[src/hw/rtl/cpm_pkg.sv]
`default_nettype none

package cpm_pkg;

    // Ring depth default and fixed field widths
    localparam int RING_DEPTH_DEF = 8;
    localparam int CAP_W          = 16;
    localparam int PERIOD_W       = 32;
    localparam int SLOT_OUT_W     = 3;
    localparam int CFG_IDX_W      = 2;
    localparam int CFG_DATA_W     = 16;

    // Register reset values
    localparam logic [15:0] TIMER_MODULO_RST   = 16'hFFFF;
    localparam logic [2:0]  PRESCALE_SHIFT_RST = 3'd7;
    localparam logic [7:0]  EDGES_PER_REV_RST  = 8'd6;

    // Overflow counter saturation limit
    localparam logic [15:0] OVF_MAX = 16'hFFFF;

    // Register indexes on the config port
    localparam logic [CFG_IDX_W-1:0] CFG_TIMER_MODULO   = 2'd0;
    localparam logic [CFG_IDX_W-1:0] CFG_PRESCALE_SHIFT = 2'd1;
    localparam logic [CFG_IDX_W-1:0] CFG_EDGES_PER_REV  = 2'd2;

    typedef enum logic [2:0] {
        ST_IDLE,
        ST_SUM,
        ST_SCALE,
        ST_READ,
        ST_EMIT
    } t_state;

    // Controller to datapath
    typedef struct packed {
        logic accept;    // take the input item, update counters
        logic sum_en;    // diff plus overflow ticks
        logic ring_wr;   // scale and store in ring
        logic ring_rd;   // read back stored slot
        logic emit;      // load output register, advance slot
    } t_cmd;

    // Datapath to controller
    typedef struct packed {
        logic capture;   // current input item carries a capture
        logic out_free;  // output register can take a new result
    } t_status;

endpackage

`default_nettype wire

[src/hw/rtl/cpm_ram.sv]
`default_nettype none

module cpm_ram #(
    parameter int WIDTH = 32,
    parameter int DEPTH = 8
) (
    input  wire logic                     i_clk,
    input  wire logic                     i_wr_en,
    input  wire logic [$clog2(DEPTH)-1:0] i_wr_addr,
    input  wire logic [WIDTH-1:0]         i_wr_data,
    input  wire logic                     i_rd_en,
    input  wire logic [$clog2(DEPTH)-1:0] i_rd_addr,
    output logic      [WIDTH-1:0]         o_rd_data
);

    logic [WIDTH-1:0] r_mem [DEPTH];

    // Single write port, registered read
    always_ff @(posedge i_clk) begin
        if (i_wr_en) begin
            r_mem[i_wr_addr] <= i_wr_data;
        end
        if (i_rd_en) begin
            o_rd_data <= r_mem[i_rd_addr];
        end
    end

endmodule

`default_nettype wire

[src/hw/rtl/cpm_ctrl.sv]
`default_nettype none

module cpm_ctrl
    import cpm_pkg::*;
(
    input  wire logic    i_clk,
    input  wire logic    i_rst_n,
    input  wire logic    i_in_valid,
    input  wire t_status i_status,
    output logic         o_in_stall,
    output t_cmd         o_cmd
);

    t_state r_state;
    t_state n_state;

    // State register
    always_ff @(posedge i_clk) begin
        if (!i_rst_n) begin
            r_state <= ST_IDLE;
        end else begin
            r_state <= n_state;
        end
    end

    // Next state and commands
    always_comb begin
        n_state    = r_state;
        o_cmd      = '0;
        o_in_stall = 1'b1;
        case (r_state)
            ST_IDLE: begin
                o_in_stall   = 1'b0;
                o_cmd.accept = i_in_valid;
                if (i_in_valid && i_status.capture) begin
                    n_state = ST_SUM;
                end
            end
            ST_SUM: begin
                o_cmd.sum_en = 1'b1;
                n_state      = ST_SCALE;
            end
            ST_SCALE: begin
                o_cmd.ring_wr = 1'b1;
                n_state       = ST_READ;
            end
            ST_READ: begin
                o_cmd.ring_rd = 1'b1;
                n_state       = ST_EMIT;
            end
            ST_EMIT: begin
                // hold until the previous result has been transferred
                if (i_status.out_free) begin
                    o_cmd.emit = 1'b1;
                    n_state    = ST_IDLE;
                end
            end
            default: begin
                n_state = ST_IDLE;
            end
        endcase
    end

endmodule

`default_nettype wire

[src/hw/rtl/cpm_datapath.sv]
`default_nettype none

module cpm_datapath
    import cpm_pkg::*;
#(
    parameter int RING_DEPTH = RING_DEPTH_DEF
) (
    input  wire logic                  i_clk,
    input  wire logic                  i_rst_n,
    input  wire t_cmd                  i_cmd,
    output t_status                    o_status,
    input  wire logic                  i_overflow_seen,
    input  wire logic                  i_capture_seen,
    input  wire logic [CAP_W-1:0]      i_capture_value,
    input  wire logic                  i_cfg_wr,
    input  wire logic [CFG_IDX_W-1:0]  i_cfg_index,
    input  wire logic [CFG_DATA_W-1:0] i_cfg_data,
    input  wire logic                  i_out_stall,
    output logic                       o_out_valid,
    output logic [PERIOD_W-1:0]        o_revolution_period,
    output logic [SLOT_OUT_W-1:0]      o_slot_index
);

    localparam int SLOT_W = $clog2(RING_DEPTH);

    logic [15:0]         r_timer_modulo;
    logic [2:0]          r_prescale_shift;
    logic [7:0]          r_edges_per_rev;

    logic [CAP_W-1:0]    r_last_capture;
    logic [15:0]         r_overflow_count;
    logic [SLOT_W-1:0]   r_write_slot;

    logic [CAP_W-1:0]    r_diff;
    logic [15:0]         r_factor;
    logic [PERIOD_W-1:0] r_sum;

    logic                r_out_valid;
    logic [PERIOD_W-1:0] r_out_period;
    logic [SLOT_W-1:0]   r_out_slot;

    logic [15:0]         ovf_next;
    logic [16:0]         tick_period;
    logic [32:0]         ovf_ticks;
    logic [PERIOD_W-1:0] shifted;
    logic [39:0]         scaled;
    logic [PERIOD_W-1:0] ring_rd_data;
    logic [SLOT_W+2:0]   slot_ext;

    // Config registers
    always_ff @(posedge i_clk) begin
        if (!i_rst_n) begin
            r_timer_modulo   <= TIMER_MODULO_RST;
            r_prescale_shift <= PRESCALE_SHIFT_RST;
            r_edges_per_rev  <= EDGES_PER_REV_RST;
        end else if (i_cfg_wr) begin
            case (i_cfg_index)
                CFG_TIMER_MODULO:   r_timer_modulo   <= i_cfg_data;
                CFG_PRESCALE_SHIFT: r_prescale_shift <= i_cfg_data[2:0];
                CFG_EDGES_PER_REV:  r_edges_per_rev  <= i_cfg_data[7:0];
                default: ;
            endcase
        end
    end

    // Saturating overflow count including this item's overflow
    assign ovf_next = (i_overflow_seen && (r_overflow_count != OVF_MAX))
                    ? r_overflow_count + 16'd1 : r_overflow_count;

    // Capture state and slot pointer
    always_ff @(posedge i_clk) begin
        if (!i_rst_n) begin
            r_last_capture   <= '0;
            r_overflow_count <= '0;
            r_write_slot     <= '0;
        end else begin
            if (i_cmd.accept) begin
                if (i_capture_seen) begin
                    r_last_capture   <= i_capture_value;
                    r_overflow_count <= '0;
                end else begin
                    r_overflow_count <= ovf_next;
                end
            end
            if (i_cmd.emit) begin
                if (r_write_slot == SLOT_W'(RING_DEPTH - 1)) begin
                    r_write_slot <= '0;
                end else begin
                    r_write_slot <= r_write_slot + SLOT_W'(1);
                end
            end
        end
    end

    // Wrapped tick difference and count of full timer periods
    always_ff @(posedge i_clk) begin
        if (i_cmd.accept) begin
            r_diff   <= i_capture_value - r_last_capture;
            r_factor <= (ovf_next > 16'd1) ? ovf_next - 16'd1 : 16'd0;
        end
    end

    // Add the extra timer periods, one full period is modulo+1 ticks
    assign tick_period = {1'b0, r_timer_modulo} + 17'd1;
    assign ovf_ticks   = {16'd0, tick_period} * {17'd0, r_factor};

    always_ff @(posedge i_clk) begin
        if (i_cmd.sum_en) begin
            r_sum <= {{(PERIOD_W-CAP_W){1'b0}}, r_diff} + ovf_ticks[PERIOD_W-1:0];
        end
    end

    // Prescale and revolution scaling, both wrap to 32 bits
    assign shifted = r_sum << r_prescale_shift;
    assign scaled  = {8'd0, shifted} * {32'd0, r_edges_per_rev};

    cpm_ram #(
        .WIDTH (PERIOD_W),
        .DEPTH (RING_DEPTH)
    ) u_ring (
        .i_clk     (i_clk),
        .i_wr_en   (i_cmd.ring_wr),
        .i_wr_addr (r_write_slot),
        .i_wr_data (scaled[PERIOD_W-1:0]),
        .i_rd_en   (i_cmd.ring_rd),
        .i_rd_addr (r_write_slot),
        .o_rd_data (ring_rd_data)
    );

    // Output register, valid clears on transfer
    always_ff @(posedge i_clk) begin
        if (!i_rst_n) begin
            r_out_valid <= 1'b0;
        end else if (i_cmd.emit) begin
            r_out_valid <= 1'b1;
        end else if (!i_out_stall) begin
            r_out_valid <= 1'b0;
        end
    end

    always_ff @(posedge i_clk) begin
        if (i_cmd.emit) begin
            r_out_period <= ring_rd_data;
            r_out_slot   <= r_write_slot;
        end
    end

    assign slot_ext            = {3'b000, r_out_slot};
    assign o_out_valid         = r_out_valid;
    assign o_revolution_period = r_out_period;
    assign o_slot_index        = slot_ext[SLOT_OUT_W-1:0];

    assign o_status.capture  = i_capture_seen;
    assign o_status.out_free = !r_out_valid || !i_out_stall;

endmodule

`default_nettype wire

[src/hw/rtl/capture_period_meter.sv]
`default_nettype none

// Revolution period meter for one wheel sensor channel. Each input transfer
// reports a timer overflow flag and a capture flag with the 16-bit captured
// count. Overflows are counted (saturating); on a capture the block forms the
// wrapped tick difference to the previous capture, adds timer_modulo+1 ticks
// for each overflow beyond the first, shifts by prescale_shift, multiplies by
// edges_per_rev (wrapping to 32 bits), stores the result in a RING_DEPTH-entry
// ring and emits it with its slot. An item without a capture is accepted in
// the idle state and gives no result; an item with a capture stalls the
// input until its result is loaded into the output register, following the
// controller sequence: accept, overflow-tick multiply, scale multiply with
// ring write, ring read-back, output load. The load waits while a previous
// result is still stalled on the output. The output register lets the next
// item be accepted while a result waits. Config writes are always ready and
// must only be issued while the block is idle.
module capture_period_meter
    import cpm_pkg::*;
#(
    parameter int RING_DEPTH = RING_DEPTH_DEF
) (
    input  wire logic                  i_clk,
    input  wire logic                  i_rst_n,
    // input items
    input  wire logic                  i_in_valid,
    output logic                       o_in_stall,
    input  wire logic                  i_overflow_seen,
    input  wire logic                  i_capture_seen,
    input  wire logic [CAP_W-1:0]      i_capture_value,
    // results
    output logic                       o_out_valid,
    input  wire logic                  i_out_stall,
    output logic [PERIOD_W-1:0]        o_revolution_period,
    output logic [SLOT_OUT_W-1:0]      o_slot_index,
    // config writes
    input  wire logic                  i_cfg_valid,
    output logic                       o_cfg_ready,
    input  wire logic [CFG_IDX_W-1:0]  i_cfg_index,
    input  wire logic [CFG_DATA_W-1:0] i_cfg_data
);

    t_cmd    cmd;
    t_status status;

    assign o_cfg_ready = 1'b1;

    cpm_ctrl u_ctrl (
        .i_clk      (i_clk),
        .i_rst_n    (i_rst_n),
        .i_in_valid (i_in_valid),
        .i_status   (status),
        .o_in_stall (o_in_stall),
        .o_cmd      (cmd)
    );

    cpm_datapath #(
        .RING_DEPTH (RING_DEPTH)
    ) u_datapath (
        .i_clk               (i_clk),
        .i_rst_n             (i_rst_n),
        .i_cmd               (cmd),
        .o_status            (status),
        .i_overflow_seen     (i_overflow_seen),
        .i_capture_seen      (i_capture_seen),
        .i_capture_value     (i_capture_value),
        .i_cfg_wr            (i_cfg_valid && o_cfg_ready),
        .i_cfg_index         (i_cfg_index),
        .i_cfg_data          (i_cfg_data),
        .i_out_stall         (i_out_stall),
        .o_out_valid         (o_out_valid),
        .o_revolution_period (o_revolution_period),
        .o_slot_index        (o_slot_index)
    );

endmodule

`default_nettype wire
[config.mk]
export PLATFORM = sky130hd
export DESIGN_NAME = capture_period_meter
export DESIGN_NICKNAME = d
export VERILOG_FILES = /design/src/hw/rtl/cpm_pkg.sv /design/src/hw/rtl/cpm_ram.sv /design/src/hw/rtl/cpm_ctrl.sv /design/src/hw/rtl/cpm_datapath.sv /design/src/hw/rtl/capture_period_meter.sv
export SDC_FILE = /design/constraint.sdc
export NUM_CORES = 2
export LEC_CHECK = 0
export ABC_AREA = 0
export BUFFER_PORTS_ARGS = -buffer_cell sky130_fd_sc_hd__buf_2
export CAP_MARGIN = 20
export CELL_PAD_IN_SITES_DETAIL_PLACEMENT = 2
export CELL_PAD_IN_SITES_GLOBAL_PLACEMENT = 2
export CORE_ASPECT_RATIO = 0.7
export CORE_MARGIN = 4
export CORE_UTILIZATION = 47
export DETAILED_ROUTE_END_ITERATION = 10
export PLACE_DENSITY_LB_ADDON = 0.1
export SETUP_SLACK_MARGIN = 0.4
export SYNTH_ARGS = -nofsm -noshare
export SYNTH_HDL_FRONTEND = slang
export SYNTH_SLANG_ARGS = --single-unit
[constraint.sdc]
create_clock -name i_clk -period 22.7 [get_ports i_clk]
set_input_delay 4.54 -clock i_clk [delete_from_list [all_inputs] [get_ports i_clk]]
set_output_delay 4.54 -clock i_clk [all_outputs]
set_load 0.02 [all_outputs]
Yosys cells after proc, flatten, opt, wreduce, memory -nomap -nowiden
Memories as Yosys holds them, arrays and structs flattened. A register that Yosys moved wholly into a read port is not among the register bits. Index checks and enable logic that the tools add are counted. W data, S select, Z words.

Add/sub/neg operators: 6. $mul: 2. Order comparisons: 1. Eq/ne operators: 11. Shift-type cells: 1. Muxes and demuxes: 17. Reduce and logical (&&, ||, !) cells: 12.

Operator list (number): $add A16 B32 Y32 (1); $mul A17 B16 Y32 (1); $mul A32 B8 Y32 (1); $mux W16 (2); $shl A32 B3 Y32 (1); $add A16 B1 Y17 const B (1); $add A16 B1 Y16 const B (1); $gt A16 B1 Y1 const B (1); $ne A16 B16 Y1 const B (1); $sub A16 B1 Y16 const B (1); $sub A16 B16 Y16 (1); $pmux W3 S5 (1); $mux W1 (11); $reduce_and A2 Y1 (5); $mux W3 (3); $eq A3 B2 Y1 const B (2); $eq A3 B3 Y1 const B (2); $ne A2 B1 Y1 const B (2); $add A3 B1 Y3 const B (1); $eq A3 B1 Y1 const B (1); $logic_not A3 Y1 (1); $eq A2 B1 Y1 const B (1); $eq A2 B2 Y1 const B (1); $logic_and A1 B1 Y1 (2); other kinds (4) (5).

Bits in registers: 165. Bits in writable memories: 256. Bits of input ports: 41. Output and inout port bits: 38. Logic and storage cells: 64. Memories kept: 1.

Memories: u_datapath.u_ring.r_mem (words 8, width 32, rd ports 1, clocked after Yosys merged registers in 1, wr ports 1, line cpm_ram.sv:16) `logic [WIDTH-1:0] r_mem [DEPTH];`.

Logic depth before layout (Yosys ltp)
Depth in word-level cells: 5. Mapped depth: 30. Gate-level depth less buffers: 29.

Modules after synthesis
A second synthesis with hierarchy kept.

Cells, all modules: 3049. Area, all modules: 34901.0 um^2.

By module, submodules not included: cpm_datapath (times used 1, cells each 2615, area an instance 23939.2 um^2, sequential area each 4234.1 um^2); cpm_ram (times used 1, cells each 415, area an instance 10786.6 um^2, sequential area each 8648.3 um^2); cpm_ctrl (times used 1, cells each 17, area an instance 163.9 um^2, sequential area each 60.1 um^2); capture_period_meter (times used 1, cells each 2, area an instance 11.3 um^2, sequential area each 0.0 um^2).

Worst setup path after synthesis
No wires, ideal clock.

Path type: register to register. Start point: register u_datapath.r_timer_modulo[0]. End point: register u_datapath.r_sum[31] (data pin). Arrival time: 7023 ps. Data required time: 22440 ps. Path slack: 15417 ps. Stages on the path, launching flop included: 30. Path buffers: 2. Period minus slack after synthesis: 7283 ps. Path through: dfxtp_1 -> clkbuf_1 -> nand2_1 -> nor2_1 -> and3_1 -> inv_1 -> nor2_1 -> nand2_1 -> xnor2_1 -> clkbuf_1 -> nand2_1 -> fa_1 -> fa_1 -> inv_1 -> fa_1 -> fa_1 -> fa_1 -> inv_1 -> fa_1 -> inv_1 -> ha_1 -> a21o_1 -> a311oi_1 -> a21oi_1 -> o2bb2ai_1 -> o41ai_1 -> a21oi_1 -> o21a_1 -> nor2_1 -> xnor2_1.

Longest elaborated chain between the ends: 3.

RTL lines: from (decl) (line cpm_datapath.sv:26) `logic [15:0] r_timer_modulo;`; from (signal assigned) (line cpm_datapath.sv:58) `CFG_TIMER_MODULO: r_timer_modulo <= i_cfg_data;`; $add A16 B1 Y17 (line cpm_datapath.sv:104) `assign tick_period = {1'b0, r_timer_modulo} + 17'd1;`; $mul A17 B16 Y32 (line cpm_datapath.sv:105) `assign ovf_ticks = {16'd0, tick_period} * {17'd0, r_factor};`; $add A16 B32 Y32 (line cpm_datapath.sv:109) `r_sum <= {{(PERIOD_W-CAP_W){1'b0}}, r_diff} + ovf_ticks[PERIOD_W-1:0];`; to (signal assigned) (line cpm_datapath.sv:109); to (decl) (line cpm_datapath.sv:36) `logic [PERIOD_W-1:0] r_sum;`.

No other way between the ends. A chain may end at the register's enable or synchronous reset.

Final worst setup path
Start point: register u_datapath.r_timer_modulo[4]. End point: register u_datapath.r_sum[31] (data pin).

Same word-level chain as after synthesis.

==> results_dict.tcl <==
set metrics [dict create \
    synthFlopType "edfxtp_1" \
    hold_viol 0 \
    dp.cells 4129 \
    dr.pass1.iters 5 \
    syn_area_per_cell_sq_um 10.8 \
    grt_max_degree 67 \
    die_h_um 234 \
    dp_hpwl_um 97900 \
    netlist.area_leader.share 0.339 \
    grt_pass1_vias 30598 \
    worst_pin_slew_ns 1.40 \
    syn_nets 3765 \
    netlist_area_sq_mm 0.0343 \
    nFillCells 7114 \
    antenna_found_initial 9 \
    synthTopCellsByArea "edfxtp_1 34%, fa_1 22%, ha_1 6.0%" \
    yosys.area.top_type "edfxtp_1" \
    async_flop_share 0 \
    grt_pass1_wl_um 217000 \
    relSlewSlack 0.0570 \
    drtAntennaViolNets 0 \
    syn_to_final_growth_pct 9.06 \
    vias 27071 \
    synth-simple-area-share 0.144 \
    clk_path_buf_depth 3 \
    synthXorXnorAreaFrac 0.0303 \
    drt_iter0_markers 3360 \
    cp-startpoint "u_datapath.r_timer_modulo[4]" \
    seq_area_frac_synth 0.377 \
    status "complete, no violations" \
    synth.area.mux_share 0.0209 \
    layout-drive-gt1-share 0.0787 \
    die_w_um 331 \
    min_path_type "flop to flop" \
    ys_types 74 \
    row_count 82 \
    synth_top_family_by_area "adder cells" \
    synth_adder_area_share 0.282 \
    clock_skew_ns 0.0530 \
    cts-root-buf "clkbuf_16" \
    layout_common_cells "453 x inv_1, 450 x nand2_1, 387 x edfxtp_1" \
    drt-wirelength-per-cell_um 35.7 \
    grt.total_usage 0.388 \
    fin_cells 4224 \
    hp-start "u_datapath.u_ring.o_rd_data[5]" \
    ioPinCount 79 \
    final_nets 3806 \
    postCtsHoldBufs 0 \
    setup_viol 0 \
    ys_seq_elements 453 \
    yosysWarnings 0 \
    crit_slowest_cell "o41ai_1" \
    grt_overflow_total 0 \
    cp-end-kind "flop" \
    synth_edf_count 387 \
    final_common_cell "inv_1" \
    slew_viol_final 0 \
    cp_common_cell "fa_1" \
    core_area_sq_mm 0.0719 \
    cts_setup_buffers 0 \
    synth_compound_area_frac 0.0791 \
    cp_top_family "adder cells" \
    crit_buf_inv 6 \
    fin_crit_sh 0.411 \
    worstPathArrival_ns 9.67 \
    viasPerCell 6.41 \
    cp.required_ns 23.05 \
    synthCells 3179 \
    die-area_sq_mm 0.0774 \
    clk_pin_slew_ns 0.09 \
    critical_path.max_fanout 11 \
    port_buffers 77 \
    cts_resized 0 \
    max_stage_delay_ns 0.65 \
    worst-setup-path-type "flop to flop" \
    h-tree-depth 2 \
    initial_core_util 0.477 \
    tns_ns 0 \
    worstSetupStartpointType "flop" \
    hold_ws_ns 0.424 \
    cts_tree "done" \
    cts_made_buffers 47 \
    fin_crit_ns 9.33 \
    drv_cap 0 \
    timing.fmax_mhz 107 \
    r2r-start "u_datapath.r_timer_modulo[4]" \
    grt_setup_unrepaired "no" \
    drt-total-wl_um 151000 \
    reg2reg_setup_slack_ns 13.37 \
    cts_sinks 453 \
    gp_congestion 0.853 \
    insertion_delay_ns 0.66 \
    drc 0 \
]
## registers in the layout (all words and copies together) (netlist names)
signal and cells:
u_datapath.r_last_capture 16, u_datapath.r_factor 16, u_datapath.o_slot_index 3, u_datapath.r_prescale_shift 3, u_datapath.r_diff 16, u_datapath.u_ring.o_rd_data 32
u_datapath.r_overflow_count 16, u_ctrl.r_state 3, u_datapath.o_revolution_period 32, u_datapath.r_edges_per_rev 8, u_datapath.r_write_slot 3, u_datapath.o_out_valid 1
u_datapath.r_timer_modulo 16, u_datapath.u_ring.r_mem 256, u_datapath.r_sum 32
## final cells by class
type                            instances  area (sq um)  area share
Inverter                              453          1700      0.0455
Antenna cell                            4          10.0    0.000268
Tap cell                              966          1210      0.0323
Multi-Input combinational cell       2133         19200       0.513
Timing Repair Buffer                  132           806      0.0215
Clock buffer                           62          1300      0.0349
Clock inverter                         21           236     0.00632
Sequential cell                       453         12900       0.346
## synth_stat cells, types with 29 or more instances
cell type	number
a22oi_1	132
nand4_1	44
clkbuf_1	117
ha_1	165
nor2_1	102
inv_1	453
fa_1	380
and2_1	225
a21boi_0	29
nand3_1	46
edfxtp_1	387
xnor2_1	89
mux2i_1	47
o21ai_0	55
nand2_1	450
a21oi_1	66
nor2b_1	37
dfxtp_1	66
## metal layers
layer / track usage / wire, um / vias to the layer above / share of wire
met1: 0.483 / 56900 / 14080 / 0.38
met2: 0.631 / 70100 / 1839 / 0.47
met5: 0 / 59 / - / 0.00039
met4: 0.222 / 10200 / 8 / 0.068
met3: 0.0832 / 13300 / 594 / 0.089
li1: - / - / 10550 / -
## stage by stage
step / utilization / worst slack, ns / instance area (sq um)
floorplan: - / 15.42 / 34300
global placement: 0.497 / 14.95 / 35700
detailed placement: 0.497 / 14.10 / 35800
CTS: 0.519 / 13.67 / 37300
global route: 0.520 / 13.27 / 37400
finish: 0.520 / 13.37 / 37400
## cells by family after synthesis
| kind of cell | Yosys count |
|---|---|
| AOI/OAI and AO/OA | 395 |
| other | 1 |
| and+or+nand+nor | 1013 |
| muxes | 63 |
| buffers and inverters | 593 |
| DFF | 453 |
| xor gates and xnor gates | 116 |
| adders and majority gates | 545 |
## worst paths after layout
check,endpoint,depth (start not counted)
worst max-delay path,u_datapath.r_sum[31],29
worst min-delay path,u_datapath.o_revolution_period[5],0
worst max register to register,u_datapath.r_sum[31],29
worst min register to register,u_datapath.o_revolution_period[5],0
Power is left out: the tool's default activity adds up to more than one toggle a clock period on the data nets, which glitch-free logic cannot reach.
